`config.mk`:
```
export PLATFORM = sky130hd
export DESIGN_NAME = retransmit_ack_tracker_top
export DESIGN_NICKNAME = d
export VERILOG_FILES = /design/src/hw/rtl/rat_pkg.sv /design/src/hw/rtl/retransmit_ack_tracker_top.sv /design/src/hw/rtl/rat_slot_table.sv
export SDC_FILE = /design/constraint.sdc
export NUM_CORES = 1
export LEC_CHECK = 0
export ABC_AREA = 1
export ABC_CLOCK_PERIOD_IN_PS = 13400
export BUFFER_PORTS_ARGS = -buffer_cell sky130_fd_sc_hd__buf_2
export CORE_MARGIN = 4
export CORE_UTILIZATION = 40
export CTS_BUF_LIST = sky130_fd_sc_hd__clkbuf_4 sky130_fd_sc_hd__clkbuf_8 sky130_fd_sc_hd__clkbuf_16
export DETAILED_ROUTE_END_ITERATION = 16
export PLACE_DENSITY = 0.56
export SYNTH_ARGS = -nofsm -noshare
export SYNTH_HDL_FRONTEND = slang
export SYNTH_SLANG_ARGS = --single-unit
```
`constraint.sdc`:
```
create_clock -name clock -period 13.4 [get_ports clock]
set_input_delay 4.02 -clock clock [delete_from_list [all_inputs] [get_ports clock]]
set_output_delay 4.02 -clock clock [all_outputs]
set_load 0.02 [all_outputs]
```
`src/hw/rtl/rat_pkg.sv`:
```
// ----------------------------------------------------------------------------
// Retransmit/ack tracker package
// Shared constants, command and status codes, and the types that travel
// between the tracker's modules.
// ----------------------------------------------------------------------------
package rat_pkg;

   // Table size, and the bound below which a data type may be polled.
   localparam int MAX_SLOTS  = 16;
   localparam int TYPE_LIMIT = 4;

   // Slot index and slot count widths follow from the table size.
   localparam int SLOT_W = (MAX_SLOTS > 1) ? $clog2(MAX_SLOTS) : 1;
   localparam int CNT_W  = $clog2(MAX_SLOTS + 1);

   // Configuration port address width: four registers, one word each.
   localparam int CSR_AW = 4;

   // Register indexes.
   localparam logic [1:0] REG_ACTIVE_TYPE   = 2'd0;
   localparam logic [1:0] REG_ENTRY_COUNT   = 2'd1;
   localparam logic [1:0] REG_TIMEOUT_TICKS = 2'd2;
   localparam logic [1:0] REG_RETRY_LIMIT   = 2'd3;

   // Register reset values.
   localparam logic [7:0] TIMEOUT_RESET = 8'd4;
   localparam logic [1:0] RETRY_RESET   = 2'd3;

   // Command codes.
   localparam logic [1:0] CMD_TRANSMIT = 2'd0;
   localparam logic [1:0] CMD_ACK      = 2'd1;
   localparam logic [1:0] CMD_POLL     = 2'd2;

   // Status codes.
   localparam logic [2:0] STS_OK         = 3'd0;
   localparam logic [2:0] STS_WRONG_TYPE = 3'd1;
   localparam logic [2:0] STS_RANGE      = 3'd2;
   localparam logic [2:0] STS_TOO_SOON   = 3'd3;
   localparam logic [2:0] STS_SEND_FAIL  = 3'd4;
   localparam logic [2:0] STS_ALL_ACKED  = 3'd5;
   localparam logic [2:0] STS_PENDING    = 3'd6;
   localparam logic [2:0] STS_NOT_CONFIG = 3'd7;

   // One request.
   typedef struct packed {
      logic [1:0]  command;
      logic [7:0]  data_kind;
      logic [7:0]  slot_id;
      logic [31:0] now_time;
      logic [7:0]  send_result;
   } req_type;

   // One response.
   typedef struct packed {
      logic [2:0] status;
      logic       send_issued;
      logic [7:0] send_error_code;
      logic       retransmit;
      logic       give_up;
      logic [3:0] event_slot;
   } rsp_type;

   // Sequencer states.
   typedef enum logic [1:0] {
      ST_IDLE,
      ST_EXEC,
      ST_SCAN,
      ST_DONE
   } state_type;

   // Commands from the sequencer to the slot table.
   typedef struct packed {
      logic              clear;
      logic [SLOT_W-1:0] addr;
      logic              record_send;
      logic              set_acked;
      logic              bump_retry;
   } tbl_ctl_type;

   // Status of the addressed slot and of the whole table.
   typedef struct packed {
      logic acked;
      logic sent;
      logic retry_left;
      logic too_soon;
      logic expired;
      logic pending;
   } tbl_sts_type;

endpackage

```
`src/hw/rtl/retransmit_ack_tracker_top.sv`:
```
// ----------------------------------------------------------------------------
// Retransmit/ack tracker
// Acknowledgement and retransmission bookkeeping for the packet slots of
// one configured data type.
// ----------------------------------------------------------------------------
// Usage:
// Requests enter on req_valid/req_data and are taken at an edge where
// req_stall is low. Each request gives exactly one response on
// rsp_valid/rsp_data, held until an edge where rsp_stall is low.
// Transmit, ack and unknown commands pass through the EXEC and DONE states
// before rsp_valid rises. A poll that finds a slot pending walks the slots
// in use one per cycle through the shared age subtractor in the SCAN state,
// stopping at the first timed-out slot or after the last slot in use (at
// most MAX_SLOTS). One request is worked on at a time; req_stall is high
// from acceptance until the response is moved to the output register.
// The output register lets the next request be accepted while a response
// still waits; a stalled receiver holds the following response in the
// sequencer until the output register frees up.
// Reset loads the register defaults and clears every slot. A configuration
// write over the csr_ port also clears every slot; the user must do it only
// while the block is idle, as the block itself does not enforce this.
// ----------------------------------------------------------------------------
module retransmit_ack_tracker_top
   import rat_pkg::*;
(
   input  logic              clock,
   input  logic              reset,
   // Request channel.
   input  logic              req_valid,
   output logic              req_stall,
   input  req_type           req_data,
   // Response channel.
   output logic              rsp_valid,
   input  logic              rsp_stall,
   output rsp_type           rsp_data,
   // Configuration port.
   input  logic              csr_psel,
   input  logic              csr_penable,
   input  logic              csr_pwrite,
   input  logic [CSR_AW-1:0] csr_paddr,
   input  logic [31:0]       csr_pwdata,
   output logic [31:0]       csr_prdata,
   output logic              csr_pready
);

   logic [3:0] active_type_ff;
   logic [4:0] entry_count_ff;
   logic [7:0] timeout_ticks_ff;
   logic [1:0] retry_limit_ff;

   state_type         state_ff, state_in;
   req_type           req_ff;
   rsp_type           res_ff, res_in;
   logic [SLOT_W-1:0] scan_idx_ff, scan_idx_in;
   logic              rsp_valid_ff, rsp_valid_in;
   rsp_type           rsp_data_ff;

   logic              csr_write;
   logic              req_accept;
   logic              rsp_load;
   logic [CNT_W-1:0]  slot_count;
   logic              slot_oor;
   logic              not_config;
   tbl_ctl_type       ctl;
   tbl_sts_type       sts;

   // Configuration registers.
   assign csr_pready = 1'b1;
   assign csr_write  = csr_psel && csr_penable && csr_pwrite;

   always_ff @(posedge clock) begin
      if (reset) begin
         active_type_ff   <= 4'd0;
         entry_count_ff   <= 5'd0;
         timeout_ticks_ff <= TIMEOUT_RESET;
         retry_limit_ff   <= RETRY_RESET;
      end else if (csr_write) begin
         unique case (csr_paddr[3:2])
            REG_ACTIVE_TYPE:   active_type_ff   <= csr_pwdata[3:0];
            REG_ENTRY_COUNT:   entry_count_ff   <= csr_pwdata[4:0];
            REG_TIMEOUT_TICKS: timeout_ticks_ff <= csr_pwdata[7:0];
            REG_RETRY_LIMIT:   retry_limit_ff   <= csr_pwdata[1:0];
            default:           ;
         endcase
      end
   end

   always_comb begin
      unique case (csr_paddr[3:2])
         REG_ACTIVE_TYPE:   csr_prdata = 32'(active_type_ff);
         REG_ENTRY_COUNT:   csr_prdata = 32'(entry_count_ff);
         REG_TIMEOUT_TICKS: csr_prdata = 32'(timeout_ticks_ff);
         REG_RETRY_LIMIT:   csr_prdata = 32'(retry_limit_ff);
         default:           csr_prdata = 32'd0;
      endcase
   end

   // Effective slot count and the checks built on it.
   assign slot_count = (32'(entry_count_ff) > 32'(MAX_SLOTS)) ?
                       CNT_W'(MAX_SLOTS) : CNT_W'(entry_count_ff);
   assign slot_oor   = 32'(req_ff.slot_id) >= 32'(slot_count);
   assign not_config = (active_type_ff == 4'd0) ||
                       (32'(active_type_ff) >= 32'(TYPE_LIMIT)) ||
                       (slot_count == '0);

   // Handshakes.
   assign req_stall  = (state_ff != ST_IDLE);
   assign req_accept = req_valid && !req_stall;
   assign rsp_valid  = rsp_valid_ff;
   assign rsp_data   = rsp_data_ff;

   rat_slot_table u_table (
      .clock         (clock),
      .reset         (reset),
      .ctl           (ctl),
      .now_time      (req_ff.now_time),
      .timeout_ticks (timeout_ticks_ff),
      .retry_limit   (retry_limit_ff),
      .slot_count    (slot_count),
      .sts           (sts)
   );

   // Sequencer: next state, table commands and the response being built.
   always_comb begin
      state_in        = state_ff;
      res_in          = res_ff;
      scan_idx_in     = scan_idx_ff;
      rsp_load        = 1'b0;
      ctl.clear       = csr_write;
      ctl.addr        = (state_ff == ST_SCAN) ? scan_idx_ff : req_ff.slot_id[SLOT_W-1:0];
      ctl.record_send = 1'b0;
      ctl.set_acked   = 1'b0;
      ctl.bump_retry  = 1'b0;

      unique case (state_ff)
         ST_IDLE: begin
            if (req_accept) begin
               state_in = ST_EXEC;
            end
         end

         ST_EXEC: begin
            res_in   = '0;
            state_in = ST_DONE;
            unique case (req_ff.command) inside
               CMD_TRANSMIT, CMD_ACK: begin
                  if (req_ff.data_kind != 8'(active_type_ff)) begin
                     res_in.status = STS_WRONG_TYPE;
                  end else if (slot_oor) begin
                     res_in.status = STS_RANGE;
                  end else if (req_ff.command == CMD_ACK) begin
                     ctl.set_acked = 1'b1;
                  end else if (sts.too_soon) begin
                     res_in.status = STS_TOO_SOON;
                  end else if (!sts.acked) begin
                     res_in.send_issued = 1'b1;
                     if (req_ff.send_result == 8'd0) begin
                        ctl.record_send = 1'b1;
                     end else begin
                        res_in.status          = STS_SEND_FAIL;
                        res_in.send_error_code = req_ff.send_result;
                     end
                  end
               end
               CMD_POLL: begin
                  if (not_config) begin
                     res_in.status = STS_NOT_CONFIG;
                  end else if (!sts.pending) begin
                     res_in.status = STS_ALL_ACKED;
                  end else begin
                     res_in.status = STS_PENDING;
                     scan_idx_in   = '0;
                     state_in      = ST_SCAN;
                  end
               end
               default: ;
            endcase
         end

         // One slot per cycle; stop at the first timed-out one.
         ST_SCAN: begin
            if (sts.sent && !sts.acked && sts.expired) begin
               if (sts.retry_left) begin
                  res_in.retransmit = 1'b1;
                  ctl.bump_retry    = 1'b1;
               end else begin
                  res_in.give_up = 1'b1;
               end
               res_in.event_slot = 4'(scan_idx_ff);
               state_in          = ST_DONE;
            end else if (32'(scan_idx_ff) + 32'd1 >= 32'(slot_count)) begin
               state_in = ST_DONE;
            end else begin
               scan_idx_in = scan_idx_ff + SLOT_W'(1);
            end
         end

         ST_DONE: begin
            if (!rsp_valid_ff || !rsp_stall) begin
               rsp_load = 1'b1;
               state_in = ST_IDLE;
            end
         end

         default: state_in = ST_IDLE;
      endcase
   end

   // Output register valid.
   always_comb begin
      if (rsp_load) begin
         rsp_valid_in = 1'b1;
      end else if (!rsp_stall) begin
         rsp_valid_in = 1'b0;
      end else begin
         rsp_valid_in = rsp_valid_ff;
      end
   end

   // Control state.
   always_ff @(posedge clock) begin
      if (reset) begin
         state_ff     <= ST_IDLE;
         rsp_valid_ff <= 1'b0;
      end else begin
         state_ff     <= state_in;
         rsp_valid_ff <= rsp_valid_in;
      end
   end

   // Payload registers.
   always_ff @(posedge clock) begin
      if (req_accept) begin
         req_ff <= req_data;
      end
      res_ff      <= res_in;
      scan_idx_ff <= scan_idx_in;
      if (rsp_load) begin
         rsp_data_ff <= res_ff;
      end
   end

endmodule

```
`src/hw/rtl/rat_slot_table.sv`:
```
// ----------------------------------------------------------------------------
// Retransmit/ack tracker slot table
// Per-slot acknowledged and sent flags, last send times and retry counts,
// with the single age subtractor and window compare used by transmit and poll.
// ----------------------------------------------------------------------------
module rat_slot_table
   import rat_pkg::*;
(
   input  logic              clock,
   input  logic              reset,
   input  tbl_ctl_type       ctl,
   input  logic [31:0]       now_time,
   input  logic [7:0]        timeout_ticks,
   input  logic [1:0]        retry_limit,
   input  logic [CNT_W-1:0]  slot_count,
   output tbl_sts_type       sts
);

   logic [MAX_SLOTS-1:0] acked_ff;
   logic [MAX_SLOTS-1:0] sent_ff;
   logic [1:0]           retry_ff [MAX_SLOTS];
   logic [31:0]          time_mem [MAX_SLOTS];

   logic [31:0] time_rd;
   logic [31:0] age;
   logic        pending;

   // A slot that was never sent reads a send time of zero.
   assign time_rd = sent_ff[ctl.addr] ? time_mem[ctl.addr] : 32'd0;

   // Shared age unit: one subtract and the window compares.
   assign age = now_time - time_rd;

   // Any slot in use that is still waiting for its acknowledgement.
   always_comb begin
      pending = 1'b0;
      for (int i = 0; i < MAX_SLOTS; i++) begin
         if (!acked_ff[i] && (32'(i) < 32'(slot_count))) begin
            pending = 1'b1;
         end
      end
   end

   always_comb begin
      sts.acked      = acked_ff[ctl.addr];
      sts.sent       = sent_ff[ctl.addr];
      sts.retry_left = retry_ff[ctl.addr] < retry_limit;
      sts.too_soon   = age < 32'(timeout_ticks);
      sts.expired    = age > 32'(timeout_ticks);
      sts.pending    = pending;
   end

   // Send times; the sent flag marks which entries hold a real time.
   always_ff @(posedge clock) begin
      if (ctl.record_send) begin
         time_mem[ctl.addr] <= now_time;
      end
   end

   // Flags and retry counts, cleared by reset and by any configuration write.
   always_ff @(posedge clock) begin
      if (reset || ctl.clear) begin
         acked_ff <= '0;
         sent_ff  <= '0;
         for (int i = 0; i < MAX_SLOTS; i++) begin
            retry_ff[i] <= 2'd0;
         end
      end else begin
         if (ctl.set_acked) begin
            acked_ff[ctl.addr] <= 1'b1;
         end
         if (ctl.record_send) begin
            sent_ff[ctl.addr] <= 1'b1;
         end
         if (ctl.bump_retry) begin
            retry_ff[ctl.addr] <= retry_ff[ctl.addr] + 2'd1;
         end
      end
   end

endmodule
```
==> impl_metrics.toml, run 1 <==
[clock_tree]
insertion_delay_ps = 630
cts_buffer_depth = 3
root_buffer = "clkbuf_16"
cts_tree = "yes"
cts_hold_buf = 0
cts_setup_buffers = 0
htree_levels = 3
cts_sinks = 696
numCtsBuffers = 77
cts-resized-gates = 0
clk_pin_slew_ps = 60

[worst_setup_path]
worstSetupPathType = "in -> out"
slowest_stage = "inv_1"
worst-path-buf-inv = 4
cp_top_family = "buffers and inverters"
crit_cells = 8
cp-start-kind = "input pin"
crit_arrival_ps = 5080
crit_end = "csr_prdata[1]"
crit_start = "csr_paddr[3]"
r2r_slack_ps = 5220
path_cells = "buf_2 > inv_1 > nor2_1 > inv_1 > o22ai_1 > a21oi_1 > o21ai_0 > buf_2"
crit_fanout = 8
r2r_cells = 31
crit_required_ps = 9380
timing.rr.end = "u_table.time_mem[7][24]"
end_kind = "output pin"
reg2reg_from = "state_ff[0]"
slowest_delay_ps = 240

[grt]
track_usage_pct = 19.7
first_global_vias = 19300
grt_max_degree = 71
grt_pass1_wl_mm = 117
use_met1_pct = 26.8
grt_busiest_layer = "met2"
antenna_found_initial = 1
grtUsageMet2_pct = 32.5
grt-ovfl-total = 0
grt_use_met3_pct = 2.86

[detailed_routing]
first_iter_violations = 1724
drc_errors = 0
via_per_inst = 5.42
ant_nets = 0
wire_per_inst_um = 22.0
wl_mm = 78.5
drtPass1Iterations = 5
vias = 19300

[logic_synthesis]
synth-main-ff-cell = "edfxtp_1"
synth_area_um2 = 29300
synth-seq-cells = 696
ys_seq_area_share_pct = 69.5
synthCells = 2435
yosys-top-cells-area = "edfxtp_1 66%, o22ai_1 5.7%, nand2_1 4.8%, dfxtp_1 3.7%, inv_1 3.1%"
synth_largest_area_cell = "edfxtp_1"
synthArstFlopShare_pct = 0
synth.distinct_cells = 52
synth_edf_count = 642
synth_warnings = 0
synth_top_area_share_pct = 65.8
avgSynthCellArea_um2 = 12.0

[sta]
fmax_ghz = 0.110
hold_viol_final = 0
worstMarginPinSlew_ps = 1050
grt_setup_unrepaired = "false"
fin_crit_sh_pct = 67.9
tns_ps = 0
final-setup-viol-count = 0
period_needed_ps = 9100
slew_violations = 0
relSlewSlack_pct = 30.3
fin_skew_ps = 23.2

[floorplan]
ios = 154
die_y_um = 279
start_util_pct = 40.7
std_cell_rows = 98
coreArea_um2 = 72100
dieArea_um2 = 77700
dieWidth_um = 279

[finish]
drive_gt1_share_pct = 12.0
areaGrowthSynthToFinish_pct = 14.5
final_util_pct = 46.6
nets = 2713
num_antenna_cells = 0

[hold_path]
hold_class = "reg -> reg"
whs_path_depth = 0

[status]
outcome = "completed"

[placed_design]
port_buffers = 102
place.gp.congestion = 0.912
hpwl_mm = 46.6

[power_and_ir_drop]
powerDensity_nw_per_um2 = 190
cellLeakagePower_nw = 12.0
ir_drop_v = 0.000155

[flow_run]
cap_violations = 0
## registers in the layout, indices dropped and copies added, names as in the netlist, 4 cells and up
name	flops
req_ff	58
u_table.acked_ff	16
scan_idx_ff	4
timeout_ticks_ff	8
entry_count_ff	5
rsp_data	18
active_type_ff	4
u_table.retry_ff	32
res_ff	18
u_table.sent_ff	16
u_table.time_mem	512
## kinds of logic (layout without fill, tap and decap cells)
family / count (synthesis) / after routing / share of synthesized area, %
XOR/XNOR: 23 / 23 / 0.687
buffers and inverters: 375 / 535 / 5.38
other: 2 / 25 / 0.0256
AO/OA/AOI/OAI: 567 / 567 / 11.1
flip-flops: 696 / 696 / 69.5
adder cells (fa/ha/maj): 59 / 59 / 2.54
AND/OR/NAND/NOR: 713 / 713 / 10.8
## per-stage QoR
stage	setup slack (ps)	instance area, um2	instances	power, mW	hold slack, ps
2_1_floorplan	4700	29400	2458	3.71	400
4_1_cts	4340	33600	3568	6.43	418
6_report	4300	33600	3568	6.39	417
3_3_place_gp	4330	30900	3424	4.23	404
5_1_grt	4160	33600	3568	6.70	423
3_5_place_dp	4340	30900	3424	4.25	405
## layer usage
layer | wire length, um | vias up
li1 | - | 9055
met1 | 34200 | 9427
met2 | 37100 | 704
met3 | 4640 | 142
met4 | 2520 | 0
met5 | 0 | -
## final cells by class
cell class	instances	area, um2
Clock buffer	89	2060
Clock inverter	55	581
Fill cell	6506	38500
Inverter	253	958
Multi-Input combinational cell	1387	7630
Sequential cell	696	20400
Tap cell	950	1190
Timing Repair Buffer	138	781
## power breakdown
| part | internal (mW) | switching, mW | leakage [nW] |
|---|---|---|---|
| sequential | 2.57 | 0.116 | 6.29 |
| clock | 1.29 | 0.881 | 1.28 |
| combinational | 0.421 | 1.11 | 4.39 |
| total | 4.28 | 2.11 | 12.0 |
## worst min path at each step
| stage | end | from | slack [ps] |
|---|---|---|---|
| after floorplan | rsp_data[0] | res_ff[0] | 400 |
| after global placement | rsp_data[2] | res_ff[2] | 400 |
| after detailed placement | rsp_data[10] | res_ff[10] | 400 |
| after CTS | rsp_data[14] | res_ff[14] | 420 |
| after global routing | rsp_data[11] | res_ff[11] | 420 |
| final | rsp_data[6] | res_ff[6] | 420 |
## cell usage after synthesis (2+ instances only)
cell / count
and3_1: 12
inv_1: 246
o221ai_1: 2
a21oi_1: 95
nor4_1: 3
dfxtp_1: 54
ha_1: 58
xnor2_1: 5
xor2_1: 18
conb_1: 2
and2_1: 2
clkbuf_1: 71
edfxtp_1: 642
a22oi_1: 10
nand2_2: 10
o22ai_1: 267
nand4_4: 8
o21bai_1: 7
nand3_1: 69
a211oi_1: 2
buf_2: 5
buf_4: 26
buf_6: 6
nor3_1: 14
nand2_1: 372
nor2_1: 166
inv_2: 5
nand4_1: 47
buf_1: 12
a21boi_0: 3
nor3b_1: 2
o21ai_0: 170
o211ai_1: 5
## placed cells by master (no fill, tap or decap), types with 21 or more instances in the layout
cell type and instances:
o21ai_0 170, nand3_1 69, buf_2 102, inv_1 245, dfxtp_1 54, nand4_1 47
a21oi_1 94, conb_1 25, clkbuf_16 79, o22ai_1 267, clkinv_1 21, nand2_1 372
buf_4 36, nor2_1 146, ha_1 58, edfxtp_1 642
Note: power is estimated with default switching activity, not from simulation.
==> inputs of run 2 (changes only) <==
--- a/config.mk
+++ b/config.mk
@@ -6,7 +6,7 @@
 export NUM_CORES = 1
 export LEC_CHECK = 0
 export ABC_AREA = 1
-export ABC_CLOCK_PERIOD_IN_PS = 13400
+export ABC_CLOCK_PERIOD_IN_PS = 9200
 export BUFFER_PORTS_ARGS = -buffer_cell sky130_fd_sc_hd__buf_2
 export CORE_MARGIN = 4
 export CORE_UTILIZATION = 40
==> constraint.sdc (replaced) <==
create_clock -name clock -period 9.2 [get_ports clock]
set_input_delay 2.76 -clock clock [delete_from_list [all_inputs] [get_ports clock]]
set_output_delay 2.76 -clock clock [all_outputs]
set_load 0.02 [all_outputs]
==> impl_metrics.toml, run 2 (same netlist as run 1, synthesis figures left out) <==
[clock_tree]
root_buffer = "clkbuf_16"
cts_setup_buffers = 0
cts_buffer_depth = 3
cts_sinks = 696
cts_hold_buf = 0
numCtsBuffers = 75
clk_pin_slew_ps = 60
cts_tree = "yes"
htree_levels = 3
insertion_delay_ps = 630
cts-resized-gates = 0

[status]
outcome = "completed"

[finish]
largest_reg_flops = 512
drive_gt1_share_pct = 12.5
stdcell_count = 3575
final_cell_mix = "642 x edfxtp_1, 372 x nand2_1, 267 x o22ai_1, 245 x inv_1, 170 x o21ai_0"
num_antenna_cells = 0
stdcell_area_um2 = 33600
final_util_pct = 46.6
multi_input_area_um2 = 7630
nets = 2724
areaGrowthSynthToFinish_pct = 14.6
largest-register = "u_table.time_mem"
top_regs = "u_table.time_mem: 512 flops, req_ff: 58 flops, u_table.retry_ff: 32 flops"
regArea_um2 = 20400
final_common_cell = "edfxtp_1"
fillCellCount = 6474

[hold_path]
hold_class = "reg -> reg"
hold_start = "res_ff[17]"

[placed_design]
port_buffers = 102
hpwl_mm = 50.4
place_inst = 3437
placed_area_um2 = 31100
place.gp.congestion = 0.904

[sta]
relSlewSlack_pct = 30.8
tns_ps = 0
hold_viol_final = 0
grt_setup_unrepaired = "false"
slew_violations = 0
fmax_ghz = 0.126
fin_crit_sh_pct = 86.3
fin_skew_ps = 22.2
final-setup-viol-count = 0
worstMarginPinSlew_ps = 1040
period_needed_ps = 7940

[power_and_ir_drop]
cellLeakagePower_nw = 12.0
ir_drop_v = 0.000205
powerDensity_nw_per_um2 = 273
finalPower_mw = 9.17

[grt]
grt_pass1_wl_mm = 120
antenna_found_initial = 0
grt_max_degree = 69
grt-ovfl-total = 0
first_global_vias = 19500
track_usage_pct = 20.2

[floorplan]
coreArea_um2 = 72100
std_cell_rows = 98
start_util_pct = 40.7
dieArea_um2 = 77700
dieWidth_um = 279
die_y_um = 279
ios = 154

[detailed_routing]
vias = 19400
via_per_inst = 5.41
drc_errors = 0
wl_mm = 80.1
wire_per_inst_um = 22.4
drtPass1Iterations = 6
first_iter_violations = 1944
ant_nets = 0

[flow_run]
cap_violations = 0

[worst_setup_path]
end_kind = "register"
crit_arrival_ps = 8260
crit_required_ps = 9520
worstSetupPathType = "reg -> reg"
slowest_stage = "inv_4"
crit_fanout = 68
crit_start = "state_ff[0]"
crit_top_cell = "nand2_1"
reg2reg_from = "state_ff[0]"
r2r_slack_ps = 1260
slowest_delay_ps = 730
cp-start-kind = "register"
-- run 2: cell types whose count changed in the layout (fill, tap and decap cells not counted), moves of 3 or more --
| cell | change |
|---|---|
| buf_12 | +8 |
| buf_4 | +5 |
| bufinv_16 | -3 |
| clkbuf_16 | -3 |
| clkinv_1 | -7 |
| clkinv_2 | +10 |
| clkinv_4 | -3 |
-- run 2: area by class of cell --
cell class | count | area share (%)
clock inverter | 54 | 1.54
inverter | 253 | 2.85
tap | 950 | 3.54
multi-input combinational | 1387 | 22.7
sequential | 696 | 60.6
clock buffer | 84 | 5.84
timing repair buffer | 151 | 2.91
-- run 2: routing by layer --
metal  share of wire, %  track usage (%)  wire length, um
met5                  0                0                0
met4                3.2             6.67             2590
met3                5.8             3.77             4620
met2                 48             33.6            38100
met1                 43             26.9            34700
-- run 2: power by group --
part,switching [mW],internal [mW],total (mW),leakage [nW]
registers,0.176,3.74,3.91,6.29
clock network,1.27,1.73,3.00,1.21
logic,1.62,0.636,2.26,4.49
-- run 2: critical path, delay by kind of cell (launching register included) --
| family | cells | cell delay [ps] |
|---|---|---|
| compound gates | 2 | 290 |
| fa+ha+maj | 2 | 830 |
| buf+inv | 7 | 2330 |
| flops | 1 | 390 |
| simple gates | 20 | 3620 |
-- run 2: worst paths after layout --
path	to	cells past startpoint
setup / recovery	u_table.time_mem[2][5]	31
hold / removal	rsp_data[17]	0
setup reg to reg	u_table.time_mem[2][5]	31
hold reg to reg	rsp_data[17]	0
-- run 2: through the flow --
step	worst slack, ps	hold slack [ps]
floorplan	2480	400
global placement	1420	404
detailed placement	1330	405
CTS	1320	417
global route	685	427
finish	1260	416
